==> config.mk <==
export PLATFORM = sky130hd
export DESIGN_NAME = lc3ie_regfile
export DESIGN_NICKNAME = d
export VERILOG_FILES = /design/src/rtl/lc3ie_pkg.sv /design/src/rtl/lc3ie_regfile.sv
export SDC_FILE = /design/constraint.sdc
export NUM_CORES = 1
export LEC_CHECK = 0
export ABC_CLOCK_PERIOD_IN_PS = 4600
export BUFFER_PORTS_ARGS = -buffer_cell sky130_fd_sc_hd__buf_2
export CORE_MARGIN = 1
export CORE_UTILIZATION = 38
export CTS_BUF_LIST = sky130_fd_sc_hd__clkbuf_4
export DETAILED_ROUTE_END_ITERATION = 12
export GPL_TIMING_DRIVEN = 0
export PLACE_DENSITY_LB_ADDON = 0.08
export SLEW_MARGIN = 25
export SYNTH_ARGS = -nofsm -noshare
export SYNTH_HDL_FRONTEND = slang
export SYNTH_SLANG_ARGS = --single-unit
==> constraint.sdc <==
create_clock -name clk -period 4.6 [get_ports clk]
set_clock_uncertainty 0.05 [all_clocks]
set_input_delay 0.69 -clock clk [delete_from_list [all_inputs] [get_ports clk]]
set_output_delay 0.69 -clock clk [all_outputs]
set_load 0.05 [all_outputs]
==> src/rtl/lc3ie_pkg.sv <==
// Package: shared constants, opcodes, request types and helpers of the LC-3 execute unit.
`default_nettype none

package lc3ie_pkg;

  // Default width of the word memory address
  localparam int MEM_ADDR_BITS_DEF = 16;

  // Register state after reset
  localparam logic [15:0] START_ADDR_RST = 16'h3000;
  localparam logic [2:0]  CC_N           = 3'b100;
  localparam logic [2:0]  CC_Z           = 3'b010;
  localparam logic [2:0]  CC_P           = 3'b001;

  // Register number used for return addresses
  localparam logic [2:0] REG_LINK = 3'd7;

  // Opcodes
  localparam logic [3:0] OP_BR   = 4'd0;
  localparam logic [3:0] OP_ADD  = 4'd1;
  localparam logic [3:0] OP_LD   = 4'd2;
  localparam logic [3:0] OP_ST   = 4'd3;
  localparam logic [3:0] OP_JSR  = 4'd4;
  localparam logic [3:0] OP_AND  = 4'd5;
  localparam logic [3:0] OP_LDR  = 4'd6;
  localparam logic [3:0] OP_STR  = 4'd7;
  localparam logic [3:0] OP_RTI  = 4'd8;
  localparam logic [3:0] OP_NOT  = 4'd9;
  localparam logic [3:0] OP_LDI  = 4'd10;
  localparam logic [3:0] OP_STI  = 4'd11;
  localparam logic [3:0] OP_JMP  = 4'd12;
  localparam logic [3:0] OP_RES  = 4'd13;
  localparam logic [3:0] OP_LEA  = 4'd14;
  localparam logic [3:0] OP_TRAP = 4'd15;

  // Input item kinds
  localparam logic KIND_EXEC  = 1'b0;
  localparam logic KIND_WRITE = 1'b1;

  // Word memory request
  typedef struct packed {
    logic        rd_en;
    logic        wr_en;
    logic [15:0] addr;
    logic [15:0] wdata;
  } mem_req_t;

  // Register file read request, two ports
  typedef struct packed {
    logic       en;
    logic [2:0] addr_a;
    logic [2:0] addr_b;
  } rf_rd_t;

  // Register file write request
  typedef struct packed {
    logic        en;
    logic [2:0]  addr;
    logic [15:0] data;
  } rf_wr_t;

  // Condition code from a value written to a register
  function automatic logic [2:0] flags_of(input logic [15:0] v);
    logic [2:0] f;
    if (v[15]) begin
      f = CC_N;
    end else if (v == 16'd0) begin
      f = CC_Z;
    end else begin
      f = CC_P;
    end
    return f;
  endfunction

endpackage

`default_nettype wire

==> src/rtl/lc3ie_regfile.sv <==
// Module: eight-entry general register memory with two registered read ports.
`default_nettype none

module lc3ie_regfile (
  input  wire                 clk,
  input  wire                 rst_n,
  input  lc3ie_pkg::rf_rd_t   rd_req,
  input  lc3ie_pkg::rf_wr_t   wr_req,
  output logic [15:0]         rd_data_a,
  output logic [15:0]         rd_data_b
);
  import lc3ie_pkg::*;

  logic [15:0] regs [8];
  logic [7:0]  valid_r;
  logic [15:0] rd_a_r;
  logic [15:0] rd_b_r;

  // Valid bits: an entry not yet written reads as zero.
  always_ff @(posedge clk) begin
    if (!rst_n) begin
      valid_r <= 8'd0;
    end else if (wr_req.en) begin
      valid_r[wr_req.addr] <= 1'b1;
    end
  end

  // Storage write.
  always_ff @(posedge clk) begin
    if (wr_req.en) begin
      regs[wr_req.addr] <= wr_req.data;
    end
  end

  // Registered reads; a write in the same cycle is forwarded.
  always_ff @(posedge clk) begin
    if (rd_req.en) begin
      if (wr_req.en && (wr_req.addr == rd_req.addr_a)) begin
        rd_a_r <= wr_req.data;
      end else begin
        rd_a_r <= valid_r[rd_req.addr_a] ? regs[rd_req.addr_a] : 16'd0;
      end
      if (wr_req.en && (wr_req.addr == rd_req.addr_b)) begin
        rd_b_r <= wr_req.data;
      end else begin
        rd_b_r <= valid_r[rd_req.addr_b] ? regs[rd_req.addr_b] : 16'd0;
      end
    end
  end

  assign rd_data_a = rd_a_r;
  assign rd_data_b = rd_b_r;

endmodule

`default_nettype wire

==> metrics, run 1 <==
die footprint=20620 sq um; DRC=0; syn avg cell area=18.95 sq um; clock sink count=168; Startpoint Class=input port; final hold violation count=0; Initial DRC Count=269; Yosys reg bits=168; Post-Synth Simple-Gate Area=3.465%; Post-DP HPWL=11900 microns; RePlAce Congestion=between 0.7 and 0.8; drt pass-1 iters=5; vias in the first global route=between 4000 and 5000; mux share of post-synthesis cell area=around a quarter; DR WL/cell=24.16 microns; PostCTS Resize Cnt=0; cells on worst reg2reg path=6; Area after DPL=8419 sq um; Post-synth EDFFs=between 150 and 200; Synth Area in XOR/XNOR=less than 1%; max cap viols=0; share of cells above drive strength 1=about 42%; Worst-Margin Slew=0.9891 ns; area growth from synthesis to layout=13.76%; Synth cell types=23; Core Box Area=between 15000 and 20000 sq um; CP Launch Point=rd_req[2]; Achievable Freq=around 420 MHz; crit-path cells=buf_2 > clkbuf_1 > clkbuf_1 > mux2i_1 > o21ai_2; Slew HR=34.06%; CP Data Arrival Time=2.64 ns; row count=51; RSZ-0062 raised after global routing=false; Setup WS post-layout=2.238 ns; Worst EP required=4.88 ns; buffers added on ports=53; Final Cell Area=8668 sq um; largest net degree at the start of global routing=33; root buf cell=clkbuf_4; Lkg Pwr=2.914 nW; CTS hold repair buffers=0; post-CTS setup buffers=0; Skew-Pair Late Insertion Delay=about 0.57 ns; Worst Hold Class=in -> reg; largest family of logic cells by synthesized area=multiplexers; Final Util=44.25%; Setup-failing EPs final=0; outcome=finished, final reports clean; Syn Nets=431; CTS clock-pin slew for the worst setup and hold paths=0.14 ns; peak supply drop=0.0001590 V; Slew Viols, Final=0; hold path cells=1; Most common cell on crit path=clkbuf_1; routed via count=4124; I/O Pins=61; die height=143.6 microns; Synth Cell Area=about 7600 sq um; power per cell area=342.6 nW/um^2; Num CTS Buffers=17; reg-to-reg critical path endpoint=rd_data_a[14]$_DFFE_PP_; clock buffer depth=2; Tcrit/Tclk final=between 50% and 60%; Min Hold Slack=~0.36 ns; Post-Route Setup TNS=0 ns; reg-to-reg startpoint=valid_r[7]$_SDFFE_PN0P_; complex-gate fraction of the synthesized area=4.105%; mean number of vias per cell=roughly 5.4; Detail Route Antenna Nets=0; Critical Path Max Stage Delay=0.80 ns; slowest stage cell on the critical path=clkbuf_1; post-layout min period=2.362 ns; r2r setup slk=2.67 ns; Place WS=1.621 ns; Yosys warnings=0; sequential area share after synthesis=65.16%; leading cell type in the layout, fill and taps excluded=edfxtp_1; post-synthesis async set-or-reset flop share=0%; starting density of the core=~39%; commonest cells after routing, fill and taps aside=edfxtp_1, mux4_2, buf_2; adder-cell share of the synthesized area=0%; DRT Wirelength=18410 microns; TritonCTS clock tree=yes; Tot GR Track Use=19.39%; antenna violations before repair=1; Nets=512; Crit Path Max Fanout=10; CP endpoint kind=flip-flop; CP Capture Point=rd_data_b[6]$_DFFE_PP_; kind of critical path=in -> reg; most used flip-flop cell after synthesis=edfxtp_1; Mapped Cells=402; first-pass GRT wire length=about 27000 microns; Die Wd=143.6 microns; global route overflow=0; H-tree levels=4
-- cells in the mapped netlist, types with 2 or more instances --
cell type / number / area, sq um
edfxtp_1: 160 / 4805
clkbuf_1: 12 / 45.04
o21a_1: 8 / 60.06
nor2b_1: 4 / 25.02
o21ai_2: 20 / 175.2
or4_4: 2 / 22.52
dfxtp_1: 8 / 160.2
and4_4: 2 / 22.52
xnor2_1: 6 / 52.55
mux2_2: 2 / 22.52
nand2_1: 34 / 127.6
nor3_1: 2 / 10.01
mux2i_1: 32 / 320.3
mux4_2: 66 / 1486
o21ai_0: 12 / 60.06
buf_2: 7 / 35.03
nor3b_1: 2 / 15.01
buf_6: 8 / 90.09
nor2_1: 6 / 22.52
a2111oi_0: 2 / 17.52
buf_4: 3 / 22.52
nand2b_1: 3 / 18.77
-- worst max-delay path, delay by kind of cell --
family | cells | cell delay [ns]
multiplexers | 1 | 0.35
AO/OA/AOI/OAI | 1 | 0.08
buffers and inverters | 3 | 1.52
-- final cells by class --
cell class | instances | area [sq um]
fill | 1741 | 10920
tap | 265 | 331.6
antenna | 1 | 2.502
clock buffer | 19 | 142.6
buffer | 31 | 196.4
timing repair buffer | 62 | 412.9
clock inverter | 13 | 103.9
multi-input combinational | 203 | 2514
sequential | 168 | 4965
-- per-stage QoR --
step / std cells / power [W]
2_1_floorplan: 402 / 0.002086
5_1_grt: 762 / 0.003078
3_5_place_dp: 729 / 0.002230
4_1_cts: 761 / 0.003004
3_3_place_gp: 720 / 0.002213
6_report: 762 / 0.002970
-- sequential cells by signal (all words and copies together) (netlist names) --
register   count
regs         128
rd_data_a     16
rd_data_b     16
valid_r        8
-- cells by family after synthesis --
logic type | after synthesis
flops | 168
compound gates | 42
mux | 100
simple gates | 55
xor+xnor | 6
buf+inv | 31
-- where the power goes --
group          internal (W)  switching (W)  leakage [nW]
combinational      0.000157       0.000266          1.22
sequential          0.00174      0.0000207          1.56
clock              0.000276       0.000506         0.142
total               0.00218       0.000792          2.91
-- worst min-delay path by stage --
stage	start	to
floorplan	valid_r[0]$_SDFFE_PN0P_	valid_r[0]$_SDFFE_PN0P_
global placement	valid_r[3]$_SDFFE_PN0P_	valid_r[3]$_SDFFE_PN0P_
detailed placement	valid_r[0]$_SDFFE_PN0P_	valid_r[0]$_SDFFE_PN0P_
CTS	wr_req[3]	regs[2][3]$_DFFE_PP_
global route	wr_req[0]	regs[4][0]$_DFFE_PP_
finish	wr_req[3]	regs[2][3]$_DFFE_PP_
-- per-layer routing --
metal,global-route usage [%],wire [microns],vias to the layer above
met3,3.665,817,19
met2,31.55,9038,136
met4,6.719,226,0
met1,26.09,8327,2152
li1,-,-,1817
met5,0,0,-
Note: power is estimated with default switching activity, not from simulation.
==> run 2, diff against run 1 <==
- ABC_CLOCK_PERIOD_IN_PS: 4600 -> 2400
- clock period: 4.6 -> 2.4 ns (I/O delays scaled with it)
==> run 2 against run 1 <==
Compared with the run above:
- worst hold slack lost 0.32 ns
- clock power up 92%
- count of clock-buffer cells in the layout is the same
- combinational power is 92% higher
- setup slack worse by 1.9 ns
- register-to-register slack lost 2.2 ns
- critical endpoint unchanged
- highest routed layer unchanged
- sequential cell count stayed put
- sequential power rose by 91%
- die area unchanged
- largest cell class unchanged
==> metrics, run 2 (same netlist as run 1, synthesis figures left out) <==
Detail Route Antenna Nets=0 (unchanged); Reg with most FFs=regs; CP endpoint kind=flip-flop; RePlAce Congestion=0.7217 (unchanged); global route overflow=0 (unchanged); antenna violations before repair=1 (unchanged); DRC=0 (unchanged); area growth from synthesis to layout=14.02%; Tot GR Track Use=19.39% (unchanged); peak supply drop=0.0003049 V (+92%); starting density of the core=38.90% (unchanged); reg-to-reg critical path endpoint=rd_data_a[14]$_DFFE_PP_; Lkg Pwr=2.922 nW (+0.29%); TritonCTS clock tree=yes; kind of critical path=in -> reg; Core Box Area=19590 sq um (unchanged); DRT Wirelength=18470 microns (+0.33%); first-pass GRT wire length=27020 microns (unchanged); Post-DP HPWL=11900 microns (unchanged); Post-Route Setup TNS=0 ns (unchanged); Achievable Freq=between 400 and 500 MHz; # fillers=1739 (-0.11%); post-layout min period=2.066 ns; buffers added on ports=53 (unchanged); CP Data Arrival Time=2.34 ns (-0.30 ns); Setup-failing EPs final=0 (unchanged); DR WL/cell=24.17 microns (about the same); Worst Hold Class=in -> reg; mean number of vias per cell=5.394 (-0.33%); WHS Endpoint=regs[0][8]$_DFFE_PP_; post-CTS setup buffers=0 (unchanged); Worst-Margin Slew=0.9955 ns (+0.006410 ns); Initial DRC Count=265 (-1.5%); Slew HR=33.63% (-0.43 points); Skew-Pair Late Insertion Delay=0.57 ns (about the same); max cap viols=0 (unchanged); H-tree levels=4 (unchanged); final hold violation count=0 (unchanged); CTS clock-pin slew for the worst setup and hold paths=0.15 ns (about the same); outcome=finished, final reports clean; row count=51 (unchanged); share of cells above drive strength 1=42.17% (-0.17 points); min-delay src=wr_req[8]; die height=143.6 microns (unchanged); Setup WS post-layout=0.3339 ns (-1.904 ns); cells on worst reg2reg path=6 (unchanged); Nets=514 (+0.39%); Die Wd=143.6 microns (unchanged); die footprint=20620 sq um (unchanged); Largest register FFs=128 (unchanged); root buf cell=clkbuf_4; Final Util=44.35% (+0.10 points); clock sink count=168 (unchanged); clock buffer depth=2 (unchanged); Min Hold Slack=0.04220 ns (-0.3196 ns); reg-to-reg startpoint=valid_r[7]$_SDFFE_PN0P_; commonest cells after routing, fill and taps aside=edfxtp_1, mux4_2, buf_2; Startpoint Class=input port; CP Launch Point=rd_req[2]; hold path cells=1 (unchanged); power per cell area=655.6 nW/um^2 (+91%); Tcrit/Tclk final=approximately 86%; Worst EP required=2.68 ns (-2.20 ns); vias in the first global route=4262 (unchanged); I/O Pins=61 (unchanged); Area after DPL=8419 sq um (unchanged); leading cell type in the layout, fill and taps excluded=edfxtp_1; routed via count=4121 (-0.073%); Place WS=-0.2488 ns (-1.870 ns); drt pass-1 iters=4 (-1); Slew Viols, Final=0 (unchanged); Num CTS Buffers=17 (unchanged); Final Cell Area=8688 sq um (+0.23%); Crit Path Max Fanout=10 (unchanged); largest net degree at the start of global routing=33 (unchanged); r2r setup slk=0.48 ns (-2.19 ns); RSZ-0062 raised after global routing=false
[run 2: cell types whose count changed in the layout (fill, tap and decap cells not counted), sizes merged]
cell         previous run  this run
dlygate4sd3             0         2
[run 2: per-layer routing]
layer  global-route usage [%]  part of all wire, %  up-vias
met4                    6.719                  1.2        0
met5                        0                    0        -
met3                    3.665                  4.0       16
met1                    26.09                   46     2164
met2                    31.55                   49      121
li1                         -                    -     1820
[run 2: how the worst max path moves through the flow]
stage	to	slack (ns)	cells after the start
global route	rd_data_b[6]$_DFFE_PP_	0.33	5
finish	rd_data_b[6]$_DFFE_PP_	0.33	5
CTS	rd_data_b[6]$_DFFE_PP_	0.37	5
global placement	regs[0][10]$_DFFE_PP_	-1.51	3
detailed placement	rd_data_b[6]$_DFFE_PP_	-0.25	5
floorplan	regs[0][0]$_DFFE_PP_	0.20	2
[run 2: worst max-delay path, stage by stage]
cell	delay, ns
buf_2	0.10
clkbuf_1	0.64
clkbuf_1	0.81
mux2i_1	0.35
o21ai_2	0.08
[run 2: final cells by class]
class                           count  area [sq um]  area share [%]
Clock buffer                       19         142.6           1.642
Timing Repair Buffer               64         432.9           4.983
Antenna cell                        1         2.502         0.02880
Tap cell                          265         331.6           3.816
Multi-Input combinational cell    203          2514           28.93
Sequential cell                   168          4965           57.14
Buffer                             31         196.4           2.261
Clock inverter                     13         103.9           1.195
[run 2: what timing repair did]
action / 4_1_cts / 5_1_grt
hold endpoints to repair: 3 / 0
gates resized for setup: 0 / 0
hold buffers: 2 / 0
[run 2: power breakdown]
part           switching (W)  internal (W)  total, W
clock network       0.000969      0.000529   0.00150
logic               0.000511      0.000304  0.000814
registers          0.0000397       0.00334   0.00338
total                0.00152       0.00418   0.00570
[run 2: metrics by stage]
| step | total power [W] | instances |
|---|---|---|
| 2_1_floorplan | 0.003999 | 402 |
| 3_3_place_gp | 0.004241 | 720 |
| 3_5_place_dp | 0.004274 | 729 |
| 4_1_cts | 0.005761 | 763 |
| 5_1_grt | 0.005901 | 764 |
| 6_report | 0.005696 | 764 |
==> run 3, diff against run 2 <==
- BUFFER_PORTS_ARGS: -buffer_cell sky130_fd_sc_hd__buf_2 -> not set
- DONT_BUFFER_PORTS: not set -> 1
==> run 3 against run 2 <==
Compared with the run above:
- setup slack gained 0.14 ns
- maximum frequency grew 7.5%
- register-to-register slack is essentially flat
- sequential power grew 5%
- critical path type is now reg -> reg
- non-clock buffer count shrank 37
- routed wire length shrank 0.22%
- critical endpoint is now rd_data_a[6]$_DFFE_PP_
- largest cell class unchanged
- count of clock-buffer cells in the layout shrank 2
- die area is the same
- sequential share of layout area grew 0.75 points
- critical path depth grew 1
- design area shrank 1.3%
==> metrics, run 3 (same netlist as run 1, synthesis figures left out) <==
crit-path cells=mux4_2 > nor2b_1 > or4_4 > buf_6 > buf_6 > o21ai_2; grt met1 use=25.91% (-0.18 points); DRT Wirelength=18430 microns (-0.22%); area of the multi-input gates=2514 sq um (unchanged); Most common cell on crit path=buf_6; Post-DP HPWL=12080 microns (+1.5%); Worst Hold Class=in -> reg; DR WL/cell=25.35 microns (+4.9%); root buf cell=clkbuf_4; largest net degree at the start of global routing=33 (unchanged); vias in the first global route=4286 (+0.56%); Min Hold Slack=0.08525 ns (+0.04305 ns); Crit Path Max Fanout=10 (unchanged); final hold violation count=0 (unchanged); mean number of vias per cell=5.476 (+1.5%); max cap viols=0 (unchanged); TritonCTS clock tree=yes; family with the most delay on the worst path=simple AND/OR/NAND/NOR gates; drt pass-1 iters=5 (+1); Die Wd=143.6 microns (unchanged); Reg with most FFs=regs; Worst-Margin Slew=0.9805 ns (-0.01504 ns); Slew Viols, Final=0 (unchanged); Initial DRC Count=384 (+45%); buffers added on ports=0 (-100%); min-delay src=rd_req[6]; first-pass GRT wire length=27650 microns (+2.3%); Tot GR Track Use=19.62% (+0.23 points); CP Buf/Inv Count=2 (-1); leading cell type in the layout, fill and taps excluded=edfxtp_1; met2 usage=31.45% (-0.10 points); global route overflow=0 (unchanged); cells on worst reg2reg path=6 (unchanged); Core Box Area=19590 sq um (unchanged); outcome=finished, final reports clean; Critical Path Max Stage Delay=0.51 ns (-0.30 ns); Detail Route Antenna Nets=0 (unchanged); CTS clock-pin slew for the worst setup and hold paths=0.15 ns (about the same); commonest cells after routing, fill and taps aside=edfxtp_1, mux4_2, nand2_1; Achievable Freq=520.5 MHz (+7.5%); clock sink count=168 (unchanged); PostCTS Resize Cnt=0 (unchanged); Tcrit/Tclk final=80.05% (-6.0 points); clock buffer depth=2 (unchanged); DRC=0 (unchanged); Slew HR=34.63% (+1.0 points); gr busiest metal=met2; routed via count=3981 (-3.4%); post-layout min period=1.921 ns (-0.1448 ns); Setup WS post-layout=0.4787 ns (+0.1448 ns); area growth from synthesis to layout=12.55%; kind of critical path=reg -> reg; Post-Route Setup TNS=0 ns (unchanged); share of cells above drive strength 1=34.71% (-7.5 points); die footprint=20620 sq um (unchanged); reg-to-reg startpoint=valid_r[5]$_SDFFE_PN0P_; RePlAce Congestion=0.7330 (+1.6%); power per cell area=666.7 nW/um^2 (+1.7%); met3 usage=5.265% (+1.6 points); slowest stage cell on the critical path=or4_4; CP Data Arrival Time=2.28 ns (-0.06 ns); starting density of the core=38.90% (unchanged); Num CTS Buffers=17 (unchanged); H-tree levels=4 (unchanged); total power=0.005717 W (+0.36%); antenna violations before repair=1 (unchanged); Storage cell area=4965 sq um (unchanged); Worst EP required=2.76 ns (+0.08 ns); Nets=477 (-7.2%); Place WS=-0.1545 ns (+0.09429 ns); CP endpoint kind=flip-flop; die height=143.6 microns (unchanged); Largest register FFs=128 (unchanged); Setup-failing EPs final=0 (unchanged); Critical Path Stages=6 (+1); peak supply drop=0.0002521 V (-17%); Lkg Pwr=2.764 nW (-5.4%); I/O Pins=61 (unchanged); row count=51 (unchanged); # fillers=1764 (+1.4%); Startpoint Class=flip-flop; Skew-Pair Late Insertion Delay=0.56 ns (about the same); RSZ-0062 raised after global routing=false; hold path cells=1 (unchanged); Final Util=43.78% (-0.57 points); CP Launch Point=valid_r[5]$_SDFFE_PN0P_
run 3: repair_timing:
action                                  in CTS  in global routing
hold buffers                                17                  0
endpoints found under the setup margin       0                  0
hold endpoints to repair                   192                  0
setup buffers                                0                  0
run 3: metrics by stage:
stage / instances / area [sq um]
floorplan: 402 / 7620
global placement: 667 / 7951
detailed placement: 677 / 8137
CTS: 726 / 8573
global route: 727 / 8576
finish: 727 / 8576
run 3: final timing paths:
path | end | slack, ns
setup / recovery | rd_data_a[6]$_DFFE_PP_ | 0.48
hold / removal | rd_data_b[5]$_DFFE_PP_ | 0.09
setup reg to reg | rd_data_a[6]$_DFFE_PP_ | 0.48
hold reg to reg | valid_r[0]$_SDFFE_PN0P_ | 0.45
run 3: worst reg2reg max path, stage by stage, from the launching register on:
cell     delay [ns]
dfxtp_1        0.37
mux4_2         0.24
nor2b_1        0.04
or4_4          0.51
buf_6          0.17
buf_6          0.18
o21ai_2        0.22
run 3: routing by layer:
metal  vias to the layer above  share of wire (%)  routed length (microns)
met4                         0               0.57                      105
met5                         -                  0                        0
met3                         8                5.3                      974
li1                       1750                  -                        -
met1                      2103                 43                     8014
met2                       120                 51                     9333
run 3: power by group:
part / switching [W] / internal (W)
Clock: 0.00103 / 0.000518
Combinational: 0.000333 / 0.000280
Sequential: 0.000204 / 0.00335
run 3: area by class of cell:
cell class / count / area share, %
Buffer: 31 / 2.291
Tap cell: 265 / 3.866
Clock buffer: 17 / 1.488
Antenna cell: 1 / 0.02918
Multi-Input combinational cell: 203 / 29.31
Sequential cell: 168 / 57.89
Timing Repair Buffer: 27 / 3.618
Clock inverter: 15 / 1.503
